<file path="config.mk">
export PLATFORM = sky130hd
export DESIGN_NAME = first_fit_region_allocator
export DESIGN_NICKNAME = d
export VERILOG_FILES = /design/src/ffra_pkg.sv /design/src/first_fit_region_allocator.sv /design/src/ffra_cell.sv
export SDC_FILE = /design/constraint.sdc
export NUM_CORES = 2
export LEC_CHECK = 0
export ABC_CLOCK_PERIOD_IN_PS = 11700
export BUFFER_PORTS_ARGS = -buffer_cell sky130_fd_sc_hd__clkbuf_2
export CAP_MARGIN = 20
export CORE_AREA = 4 4 504 506
export CTS_BUF_LIST = sky130_fd_sc_hd__clkbuf_8
export DETAILED_ROUTE_END_ITERATION = 6
export DIE_AREA = 0 0 508 510
export GPL_ROUTABILITY_DRIVEN = 0
export SETUP_SLACK_MARGIN = 0.05
export SLEW_MARGIN = 20
export SYNTH_ARGS = -nofsm -noshare
export SYNTH_HDL_FRONTEND = slang
export SYNTH_SLANG_ARGS = --single-unit
</file>
<file path="constraint.sdc">
create_clock -name clk -period 11.7 [get_ports clk]
set_input_delay 3.51 -clock clk [delete_from_list [all_inputs] [get_ports clk]]
set_output_delay 3.51 -clock clk [all_outputs]
set_load 0.05 [all_outputs]
</file>
<file path="src/ffra_pkg.sv">
package ffra_pkg;

  localparam int MaxEntries = 16;
  localparam int MaxUnits   = 4096;
  localparam int IdxW       = $clog2(MaxEntries);
  localparam int CntW       = $clog2(MaxEntries + 1);
  localparam int StartW     = 12;
  localparam int SizeW      = 13;
  localparam int CandW      = 13;
  localparam int SpanW      = 14;

  localparam logic [1:0] ST_OK       = 2'd0;
  localparam logic [1:0] ST_NO_SPACE = 2'd1;
  localparam logic [1:0] ST_FULL     = 2'd2;
  localparam logic [1:0] ST_BAD_FREE = 2'd3;

  localparam logic REQ_ALLOC = 1'b0;
  localparam logic REQ_FREE  = 1'b1;

  // Search token that walks the row of cells.
  typedef struct packed {
    logic              kind;
    logic [CandW-1:0]  cand;
    logic [SizeW-1:0]  units;
    logic              changed;
    logic [StartW-1:0] foff_units;
    logic              foff_aligned;
    logic              found;
    logic [IdxW-1:0]   idx;
    logic [SizeW-1:0]  fsize;
  } tok_t;

  // Entry write broadcast to all cells.
  typedef struct packed {
    logic              en;
    logic [IdxW-1:0]   idx;
    logic [StartW-1:0] start;
    logic [SizeW-1:0]  size;
  } wr_t;

endpackage

</file>
<file path="src/first_fit_region_allocator.sv">
// A rejected request goes straight to the pending state; a searched one sends a token
// through the 16-cell row, which is reinjected after every allocation pass that moved
// its candidate and makes at most 17 passes. One transaction at a time: a new request
// is taken only in the idle state, once the previous result is in the output register.
// Reset (rst, synchronous) empties the table, clears the used byte total and sets
// the capacity to 4096 units; entry contents stay undefined until written.
module first_fit_region_allocator import ffra_pkg::*; (
  input  logic        clk,
  input  logic        rst,
  input  logic        cfg_wen,
  input  logic [12:0] cfg_wdata,
  input  logic        in_valid,
  output logic        in_ready,
  input  logic        req_type,
  input  logic [16:0] amount,
  input  logic [15:0] free_offset,
  output logic        out_valid,
  input  logic        out_ready,
  output logic [1:0]  status,
  output logic [15:0] alloc_offset,
  output logic [16:0] used_bytes,
  output logic [4:0]  live_entries
);

  localparam logic [1:0] S_IDLE = 2'd0;
  localparam logic [1:0] S_SCAN = 2'd1;
  localparam logic [1:0] S_PEND = 2'd2;

  logic [1:0]       state;
  logic [12:0]      capacity;
  logic [CntW-1:0]  live_count;
  logic [16:0]      used_total;

  // Pending result, held until the output register is free.
  logic [1:0]       pend_status;
  logic [15:0]      pend_offset;

  logic             inj_valid;
  logic             inj_valid_next;
  tok_t             inj_tok;
  tok_t             first_tok;
  tok_t             retry_tok;
  wr_t              wr;

  logic             chain_valid [MaxEntries+1];
  tok_t             chain_tok   [MaxEntries+1];
  logic [StartW-1:0] cell_start [MaxEntries];
  logic [SizeW-1:0]  cell_size  [MaxEntries];

  logic [SizeW-1:0] cap_eff;
  logic [13:0]      req_units;
  logic             ret_valid;
  tok_t             ret_tok;
  logic [SpanW-1:0] ret_end;
  logic [IdxW-1:0]  last_idx;
  logic             no_space;
  logic             tbl_full;
  logic             retry;

  assign cap_eff   = (capacity > 13'(MaxUnits)) ? 13'(MaxUnits) : capacity;
  assign req_units = 14'(({1'b0, amount} + 18'd15) >> 4);
  assign ret_valid = chain_valid[MaxEntries];
  assign ret_tok   = chain_tok[MaxEntries];
  assign ret_end   = {1'b0, ret_tok.cand} + {1'b0, ret_tok.units};
  assign last_idx  = IdxW'(live_count - CntW'(1));

  // Early rejections: zero or oversized requests first, then a full table.
  assign no_space = (req_type == REQ_ALLOC) &&
                    (amount == 17'd0 || req_units > {1'b0, cap_eff});
  assign tbl_full = (req_type == REQ_ALLOC) && (live_count == CntW'(MaxEntries));

  // A token that moved its candidate and still fits goes round again.
  assign retry = (state == S_SCAN) && ret_valid && (ret_tok.kind == REQ_ALLOC) &&
                 (ret_end <= {1'b0, cap_eff}) && ret_tok.changed;

  assign inj_valid_next = ((state == S_IDLE) && in_valid && !no_space && !tbl_full) ||
                          retry;

  assign in_ready  = (state == S_IDLE);

  assign chain_valid[0] = inj_valid;
  assign chain_tok[0]   = inj_tok;

  always_comb begin
    first_tok              = '0;
    first_tok.kind         = req_type;
    first_tok.units        = SizeW'(req_units);
    first_tok.foff_units   = free_offset[15:4];
    first_tok.foff_aligned = (free_offset[3:0] == 4'd0);
  end

  always_comb begin
    retry_tok         = ret_tok;
    retry_tok.changed = 1'b0;
  end

  // The row of cells; each holds one table slot and a token stage.
  for (genvar k = 0; k < MaxEntries; k++) begin : g_cell
    ffra_cell u_cell (
      .clk           (clk),
      .rst           (rst),
      .cell_idx      (IdxW'(k)),
      .live_count    (live_count),
      .wr            (wr),
      .tok_in_valid  (chain_valid[k]),
      .tok_in        (chain_tok[k]),
      .tok_out_valid (chain_valid[k+1]),
      .tok_out       (chain_tok[k+1]),
      .start         (cell_start[k]),
      .size          (cell_size[k])
    );
  end

  always_comb begin
    wr = '0;
    if (state == S_SCAN && ret_valid) begin
      if (ret_tok.kind == REQ_ALLOC) begin
        wr.en    = (ret_end <= {1'b0, cap_eff}) && !ret_tok.changed;
        wr.idx   = IdxW'(live_count);
        wr.start = StartW'(ret_tok.cand);
        wr.size  = ret_tok.units;
      end else begin
        // Removal moves the last live entry into the freed slot.
        wr.en    = ret_tok.found;
        wr.idx   = ret_tok.idx;
        wr.start = cell_start[last_idx];
        wr.size  = cell_size[last_idx];
      end
    end
  end

  always_ff @(posedge clk) begin
    if (rst) begin
      state      <= S_IDLE;
      capacity   <= 13'd4096;
      live_count <= '0;
      used_total <= '0;
      inj_valid  <= 1'b0;
      out_valid  <= 1'b0;
    end else begin
      inj_valid <= inj_valid_next;
      if (cfg_wen) begin
        capacity <= cfg_wdata;
      end
      // The output register is loaded in S_PEND and emptied by the receiver.
      if (state == S_PEND) begin
        out_valid <= 1'b1;
      end else if (out_ready) begin
        out_valid <= 1'b0;
      end
      unique case (state)
        S_IDLE: begin
          if (in_valid) begin
            pend_offset <= '0;
            inj_tok     <= first_tok;
            if (no_space) begin
              pend_status <= ST_NO_SPACE;
              state       <= S_PEND;
            end else if (tbl_full) begin
              pend_status <= ST_FULL;
              state       <= S_PEND;
            end else begin
              state <= S_SCAN;
            end
          end
        end
        S_SCAN: begin
          if (ret_valid) begin
            if (ret_tok.kind == REQ_ALLOC) begin
              if (ret_end > {1'b0, cap_eff}) begin
                pend_status <= ST_NO_SPACE;
                state       <= S_PEND;
              end else if (ret_tok.changed) begin
                // Another pass: the candidate moved, so earlier cells need rechecking.
                inj_tok <= retry_tok;
              end else begin
                pend_status <= ST_OK;
                pend_offset <= {ret_tok.cand[11:0], 4'd0};
                live_count  <= live_count + CntW'(1);
                used_total  <= used_total + {ret_tok.units, 4'd0};
                state       <= S_PEND;
              end
            end else begin
              if (ret_tok.found) begin
                pend_status <= ST_OK;
                live_count  <= live_count - CntW'(1);
                used_total  <= used_total - {ret_tok.fsize, 4'd0};
              end else begin
                pend_status <= ST_BAD_FREE;
              end
              state <= S_PEND;
            end
          end
        end
        S_PEND: begin
          if (!out_valid || out_ready) begin
            status       <= pend_status;
            alloc_offset <= pend_offset;
            used_bytes   <= used_total;
            live_entries <= 5'(live_count);
            state        <= S_IDLE;
          end
        end
        default: begin
          state <= S_IDLE;
        end
      endcase
    end
  end

  a_live_bound: assert property (@(posedge clk) disable iff (rst)
    live_count <= CntW'(MaxEntries))
    else $error("live count exceeds table depth");

  a_one_token: assert property (@(posedge clk) disable iff (rst)
    inj_valid |-> (state == S_SCAN) && !ret_valid)
    else $error("second search token injected");

  a_alloc_grows: assert property (@(posedge clk) disable iff (rst)
    (state == S_SCAN && ret_valid && ret_tok.kind == REQ_ALLOC && wr.en)
      |=> live_count == $past(live_count) + CntW'(1))
    else $error("granted allocation did not add an entry");

endmodule

</file>
<file path="src/ffra_cell.sv">
module ffra_cell import ffra_pkg::*; (
  input  logic              clk,
  input  logic              rst,
  input  logic [IdxW-1:0]   cell_idx,
  input  logic [CntW-1:0]   live_count,
  input  wr_t               wr,
  input  logic              tok_in_valid,
  input  tok_t              tok_in,
  output logic              tok_out_valid,
  output tok_t              tok_out,
  output logic [StartW-1:0] start,
  output logic [SizeW-1:0]  size
);

  logic             live;
  logic [CandW-1:0] entry_end;
  logic [SpanW-1:0] cand_end;
  logic             hit;
  tok_t             tok_next;

  assign live      = {1'b0, cell_idx} < live_count;
  assign entry_end = {1'b0, start} + size;
  assign cand_end  = {1'b0, tok_in.cand} + {1'b0, tok_in.units};

  always_comb begin
    tok_next = tok_in;
    hit = 1'b0;
    if (tok_in.kind == REQ_ALLOC) begin
      // An overlapping entry pushes the candidate to its end.
      hit = live && (tok_in.cand < entry_end) && ({2'b00, start} < cand_end);
      if (hit) begin
        tok_next.cand    = entry_end;
        tok_next.changed = 1'b1;
      end
    end else begin
      hit = live && !tok_in.found && tok_in.foff_aligned && (start == tok_in.foff_units);
      if (hit) begin
        tok_next.found = 1'b1;
        tok_next.idx   = cell_idx;
        tok_next.fsize = size;
      end
    end
  end

  always_ff @(posedge clk) begin
    if (rst) begin
      tok_out_valid <= 1'b0;
    end else begin
      tok_out_valid <= tok_in_valid;
    end
    tok_out <= tok_next;
    if (wr.en && wr.idx == cell_idx) begin
      start <= wr.start;
      size  <= wr.size;
    end
  end

endmodule
</file>
Yosys cells after proc, flatten, opt, wreduce, memory -nomap -nowiden
Cells that the tools add are included.
- input bits: 52
- output and inout bits: 42
- bits in registers: 1516
- multiplexer cells: 145
- bitwise gates (word level): 4
- $add $sub $neg: 38
- reductions and logical operators: 141
- equal/unequal tests: 46
- $lt $le $gt $ge: 53
- operators with widths (operator ; number):
    two-way mux 18 bit ; 32
    two-way mux 13 bit ; 35
    two-way mux 59 bit ; 5
    adder 13 x 13 -> 14 bit ; 17
    < comparator 12 x 14 -> 1 bit ; 16
    adder 12 x 13 -> 13 bit ; 16
    < comparator 13 bit ; 16
    == test 12 bit ; 16
    one-hot mux 59 bit (2 select lines) ; 1
    logical AND 1 bit ; 106
    two-way mux 16 bit ; 5
    two-way mux 17 bit ; 4
    two-way mux 30 bit ; 2
    binary-select mux 13 bit (select 4 bit) ; 1
    binary-select mux 12 bit (select 4 bit) ; 1
    < comparator 4 x 5 -> 1 bit (first input constant) ; 8
    two-way mux 1 bit ; 34
    == test 4 bit (second input constant) ; 8
    two-way mux 2 bit ; 16
    one-hot mux 16 bit (2 select lines) ; 1
    greater-than comparator 14 x 13 -> 1 bit ; 2
    two-way mux 12 bit ; 2
    zero test 1 bit ; 20
    < comparator 3 x 5 -> 1 bit (first input constant) ; 4
    other kinds (35) ; 59

Longest topological paths before layout
- depth after elaboration: 9
- depth in mapped cells: 21

By module
From an unflattened synthesis, not the netlist that was laid out.
- cell total of the unflattened synthesis: 6804
- area, all modules: 79113.4 um2
- modules (own cells, without submodules) (module ; times used ; cells an instance ; area each (um2)):
    ffra_cell at g_cell[10].u_cell ... ; 12 ; 357 ; 4226.6
    first_fit_region_allocator ; 1 ; 1064 ; 11487.3
    ffra_cell at g_cell[13].u_cell ; 1 ; 369 ; 4247.8
    ffra_cell at g_cell[0].u_cell ; 1 ; 357 ; 4235.3
    ffra_cell at g_cell[9].u_cell ; 1 ; 365 ; 4220.3
    ffra_cell at g_cell[8].u_cell ; 1 ; 365 ; 4204.0

Least setup slack after synthesis
Ideal clock, no wire load.
- path kind: input to register
- start: in rst
- end: reg inj_tok, in the netlist chain_tok[1000] (enable)
- data arrival time: 9.521 ns
- path buffers: 2
- stages: 3
- setup slack: 1.562 ns
- cell sequence: clkbuf_1 > clkbuf_1 > nor4_1
- longest elaborated chain between the ends: 2
- RTL lines (what ; RTL line ; text):
    from (decl) ; first_fit_region_allocator.sv:9 ; input logic rst,
    NOT 1 bit (no source line) ; n/a ;
    AND reduction 7 bit (no source line) ; n/a ;
    to (signal assigned) ; first_fit_region_allocator.sv:155 ; inj_tok <= first_tok;
    to (signal assigned) ; first_fit_region_allocator.sv:175 ; inj_tok <= retry_tok;
    to (decl) ; first_fit_region_allocator.sv:40 ; tok_t inj_tok;
No other way between the ends.
A chain may end at the register's enable or synchronous reset.

Worst setup path in the final report
- start: in amount[4]
- end: reg pend_status[1] (enable)
- longest elaborated chain between the ends: 6
- elaborated cells on any way between the ends: 7
- RTL lines (what ; RTL line ; text):
    from (decl) ; first_fit_region_allocator.sv:15 ; input logic [16:0] amount,
    adder 17 x 4 -> 18 bit ; first_fit_region_allocator.sv:61 ; assign req_units = 14'(({1'b0, amount} + 18'd15) >> 4);
    greater-than comparator 14 x 13 -> 1 bit ; first_fit_region_allocator.sv:69 ; (amount == 17'd0 || req_units > {1'b0, cap_eff});
    logical OR 1 bit (*) ; first_fit_region_allocator.sv:69 ;
    logical AND 1 bit (*) ; first_fit_region_allocator.sv:68 ; assign no_space = (req_type == REQ_ALLOC) &&
    inequality test 3 x 1 -> 1 bit (no source line) (*) ; n/a ;
    AND reduction 6 bit (no source line) (*) ; n/a ;
    to (signal assigned) ; first_fit_region_allocator.sv:157 ; pend_status <= ST_NO_SPACE;
    to (signal assigned) ; first_fit_region_allocator.sv:160 ; pend_status <= ST_FULL;
    to (signal assigned) ; first_fit_region_allocator.sv:171 ; pend_status <= ST_NO_SPACE;
    to (decl) ; first_fit_region_allocator.sv:35 ; logic [1:0] pend_status;
Every way passes the cells marked *; elsewhere a longest branch is shown, timed or not.

==> flow_metrics.tcl <==
set metrics [dict create \
    tightest_hold_check_type "reg -> reg" \
    cellLeakagePower_nw 36.36 \
    synth-seq-area-share_pct 47.10 \
    nFillCells 24733 \
    starting_density_pct 29.76 \
    grt_usage_pct 18.46 \
    design.core.area_sq_um 250000 \
    worst-endpoint-arrival_ns 7.06 \
    cts_buffers 238 \
    post-route-min-period_ns 6.330 \
    critPathCaptureType "register" \
    setup_ws_ns 5.370 \
    cap_viol_max_count 0 \
    cts-resized-gates 0 \
    grt_first_pass_wirelength_mm 350.5 \
    wl_per_cell_microns 24.08 \
    synth_cells 6377 \
    post_synth_edffs 504 \
    syn_avg_cell_area_sq_um 11.67 \
    tightest_slew_ns 1.132 \
    ys_ff_latch 1499 \
    dpl_hpwl_mm 191.3 \
    die_width_microns 508 \
    grt_start_max_net_pins 59 \
    achievable-frequency_mhz 158.0 \
    number_of_antenna_violations_at_the_first_check_in_global_routing 25 \
    clkTransAtPathRegs_ns 0.08 \
    maxSlewViolCount 0 \
    grt_setup_unrepaired "false" \
    clock_path_buffers 3 \
    cts_hold_repair.buffers 0 \
    dr_pass1_iterations 6 \
    power.density_nw_per_um2 147.2 \
    dominantRegCellSynth "sky130_fd_sc_hd__dfxtp_1" \
    number_of_distinct_library_cells_after_synthesis 95 \
    place_worst_setup_slack_ns 4.483 \
    routed_wirelength_mm 246.6 \
    finalNetCount 7570 \
    routed-via-count 52077 \
    drt.antenna.violating_nets 0 \
    detail_route.vias_per_cell 5.086 \
    ir_worst_vdd_mv 0.1118 \
    post_synth_instance_area_sq_um 74420 \
    yosysWarningCount 0 \
    portBuffers 85 \
    drt-initial-drc-count 5431 \
    postSynth.asyncResetShare_pct 0 \
    cts_root_buf "sky130_fd_sc_hd__clkbuf_8" \
    finClkSkew_ns 0.07844 \
    cts_tree "built" \
    post-cts-setup-buffer-count 0 \
    critPathKind "in -> reg" \
    path_max_fanout 5 \
    boundaryPins 94 \
    setup_viol 0 \
    rows 184 \
    drive_gt1_share_pct 14.27 \
    ys_top_cells_by_area "sky130_fd_sc_hd__dfxtp_1, sky130_fd_sc_hd__edfxtp_1, sky130_fd_sc_hd__ha_1" \
    die_h_microns 510 \
    htreeDepth 4 \
    synth_top_area_cell "sky130_fd_sc_hd__dfxtp_1" \
    grt.overflow.total 0 \
    final.setup.tns_ns 0 \
    run_status "complete, no violations" \
    synth_top_area_share_pct 26.77 \
    final_cell_mix "sky130_fd_sc_hd__dfxtp_1, sky130_fd_sc_hd__ha_1, sky130_fd_sc_hd__edfxtp_1, sky130_fd_sc_hd__inv_1, sky130_fd_sc_hd__xor2_1" \
    layout_commonest_cell "sky130_fd_sc_hd__dfxtp_1" \
    relSlewSlack_pct 24.29 \
    cp-start-kind "input port" \
    whs_ns 0.3507 \
    detail_route.drc_violations 0 \
    fraction_of_the_cycle_the_final_worst_path_needs_pct 54.10 \
    required_ns 12.43 \
    clkLatencyLatePin_ns 0.99 \
    cts.sinks 1499 \
    finalHoldViolations 0 \
    die_area_sq_um 259100 \
    first_global_vias 51514 \
    syn_to_final_growth_pct 13.76 \
    worst-r2r-setup-slack_ns 5.84 \
]
[per-stage QoR]
stage	total power, W	instances	instance area, sq um	utilization, %
global route	0.01297	10232	84640	33.85
floorplan	0.007126	6384	74440	-
finish	0.01246	10240	84660	33.86
detailed placement	0.007632	9769	79270	31.71
global placement	0.007582	9768	79240	31.69
CTS	0.01250	10224	84540	33.81
[synth_stat cells, types with 123 or more instances]
library cell and n:
sky130_fd_sc_hd__a21oi_1 268, sky130_fd_sc_hd__dfxtp_1 995, sky130_fd_sc_hd__edfxtp_1 504, sky130_fd_sc_hd__ha_1 817, sky130_fd_sc_hd__inv_1 368, sky130_fd_sc_hd__mux2_2 221, sky130_fd_sc_hd__mux2i_1 247, sky130_fd_sc_hd__mux4_2 124
sky130_fd_sc_hd__nand2_1 207, sky130_fd_sc_hd__nand2b_1 149, sky130_fd_sc_hd__nor2_1 361, sky130_fd_sc_hd__nor3_1 145, sky130_fd_sc_hd__o21a_1 123, sky130_fd_sc_hd__o21ai_0 230, sky130_fd_sc_hd__xnor2_1 170, sky130_fd_sc_hd__xor2_1 369
[state kept, by name, indices dropped and copies added, names as in the netlist, 5 cells and up]
| signal | cells |
|---|---|
| capacity | 13 |
| pend_offset | 12 |
| used_bytes | 13 |
| chain_tok | 58 |
| live_entries | 5 |
| g_cell.u_cell.start | 192 |
| g_cell.u_cell.size | 208 |
| g_cell.u_cell.tok_out | 944 |
| used_total | 13 |
| live_count | 5 |
| alloc_offset | 12 |
| g_cell.u_cell.tok_out_valid | 16 |
[power by group]
group | switching [W] | leakage (nW) | total, W | internal (W)
Combinational | 0.000849 | 19.4 | 0.00156 | 0.000708
Sequential | 0.000319 | 14.0 | 0.00600 | 0.00568
Clock | 0.00223 | 2.99 | 0.00490 | 0.00267
[layer usage]
metal / vias up / routed length [microns] / GRT usage (%)
met5: - / 70 / 0
met4: 10 / 10210 / 7.093
met3: 519 / 22960 / 4.380
met2: 2308 / 111800 / 29.85
met1: 25369 / 101500 / 23.90
li1: 23871 / - / -
[critical path, cell delays in order]
cell and delay [ns]:
sky130_fd_sc_hd__clkbuf_2 0.13, sky130_fd_sc_hd__o41ai_4 0.12, sky130_fd_sc_hd__nor3_1 0.41, sky130_fd_sc_hd__nand2_1 0.20, sky130_fd_sc_hd__nor3_1 0.31, sky130_fd_sc_hd__xor2_1 0.24, sky130_fd_sc_hd__ha_1 0.29, sky130_fd_sc_hd__a21oi_1 0.15
sky130_fd_sc_hd__o31ai_1 0.08, sky130_fd_sc_hd__a21o_1 0.21, sky130_fd_sc_hd__a221oi_1 0.40, sky130_fd_sc_hd__o211ai_1 0.16, sky130_fd_sc_hd__o21a_1 0.20, sky130_fd_sc_hd__o211a_1 0.24, sky130_fd_sc_hd__o221ai_1 0.27, sky130_fd_sc_hd__nor4_1 0.13
[path summary, 6_finish.rpt]
kind / start / endpoint / cells past startpoint
worst max-delay path: amount[4] / pend_status[1] / 16
worst min-delay path: g_cell[3].u_cell.tok_out[32] / g_cell[4].u_cell.tok_out[32] / 0
worst max register to register: g_cell[15].u_cell.tok_out[32] / g_cell[3].u_cell.start[5] / 18
worst min register to register: g_cell[3].u_cell.tok_out[32] / g_cell[4].u_cell.tok_out[32] / 0
[cell families after synthesis]
logic type,count (synthesis),share of synthesized area [%]
adders and majority gates,853,14.68
xor gates and xnor gates,543,6.458
AOI/OAI and AO/OA,1093,9.831
and+or+nand+nor,1319,8.982
muxes,592,10.42
other,1,0.005039
buffers and inverters,477,2.522
DFF,1499,47.10
[final cells by class]
type                    instances  area (sq um)  area share [%]
multi-input cells            4408         37780           44.62
flip-flops and latches       1499         35060           41.42
well taps                    3348          4189           4.948
clock buffers                 281          3867           4.568
clock inverters               174          1398           1.651
inverters                     368          1381           1.632
repair buffers                152         958.4           1.132
diodes                         10         25.02         0.02956
Power figures use the tool's default switching activity.
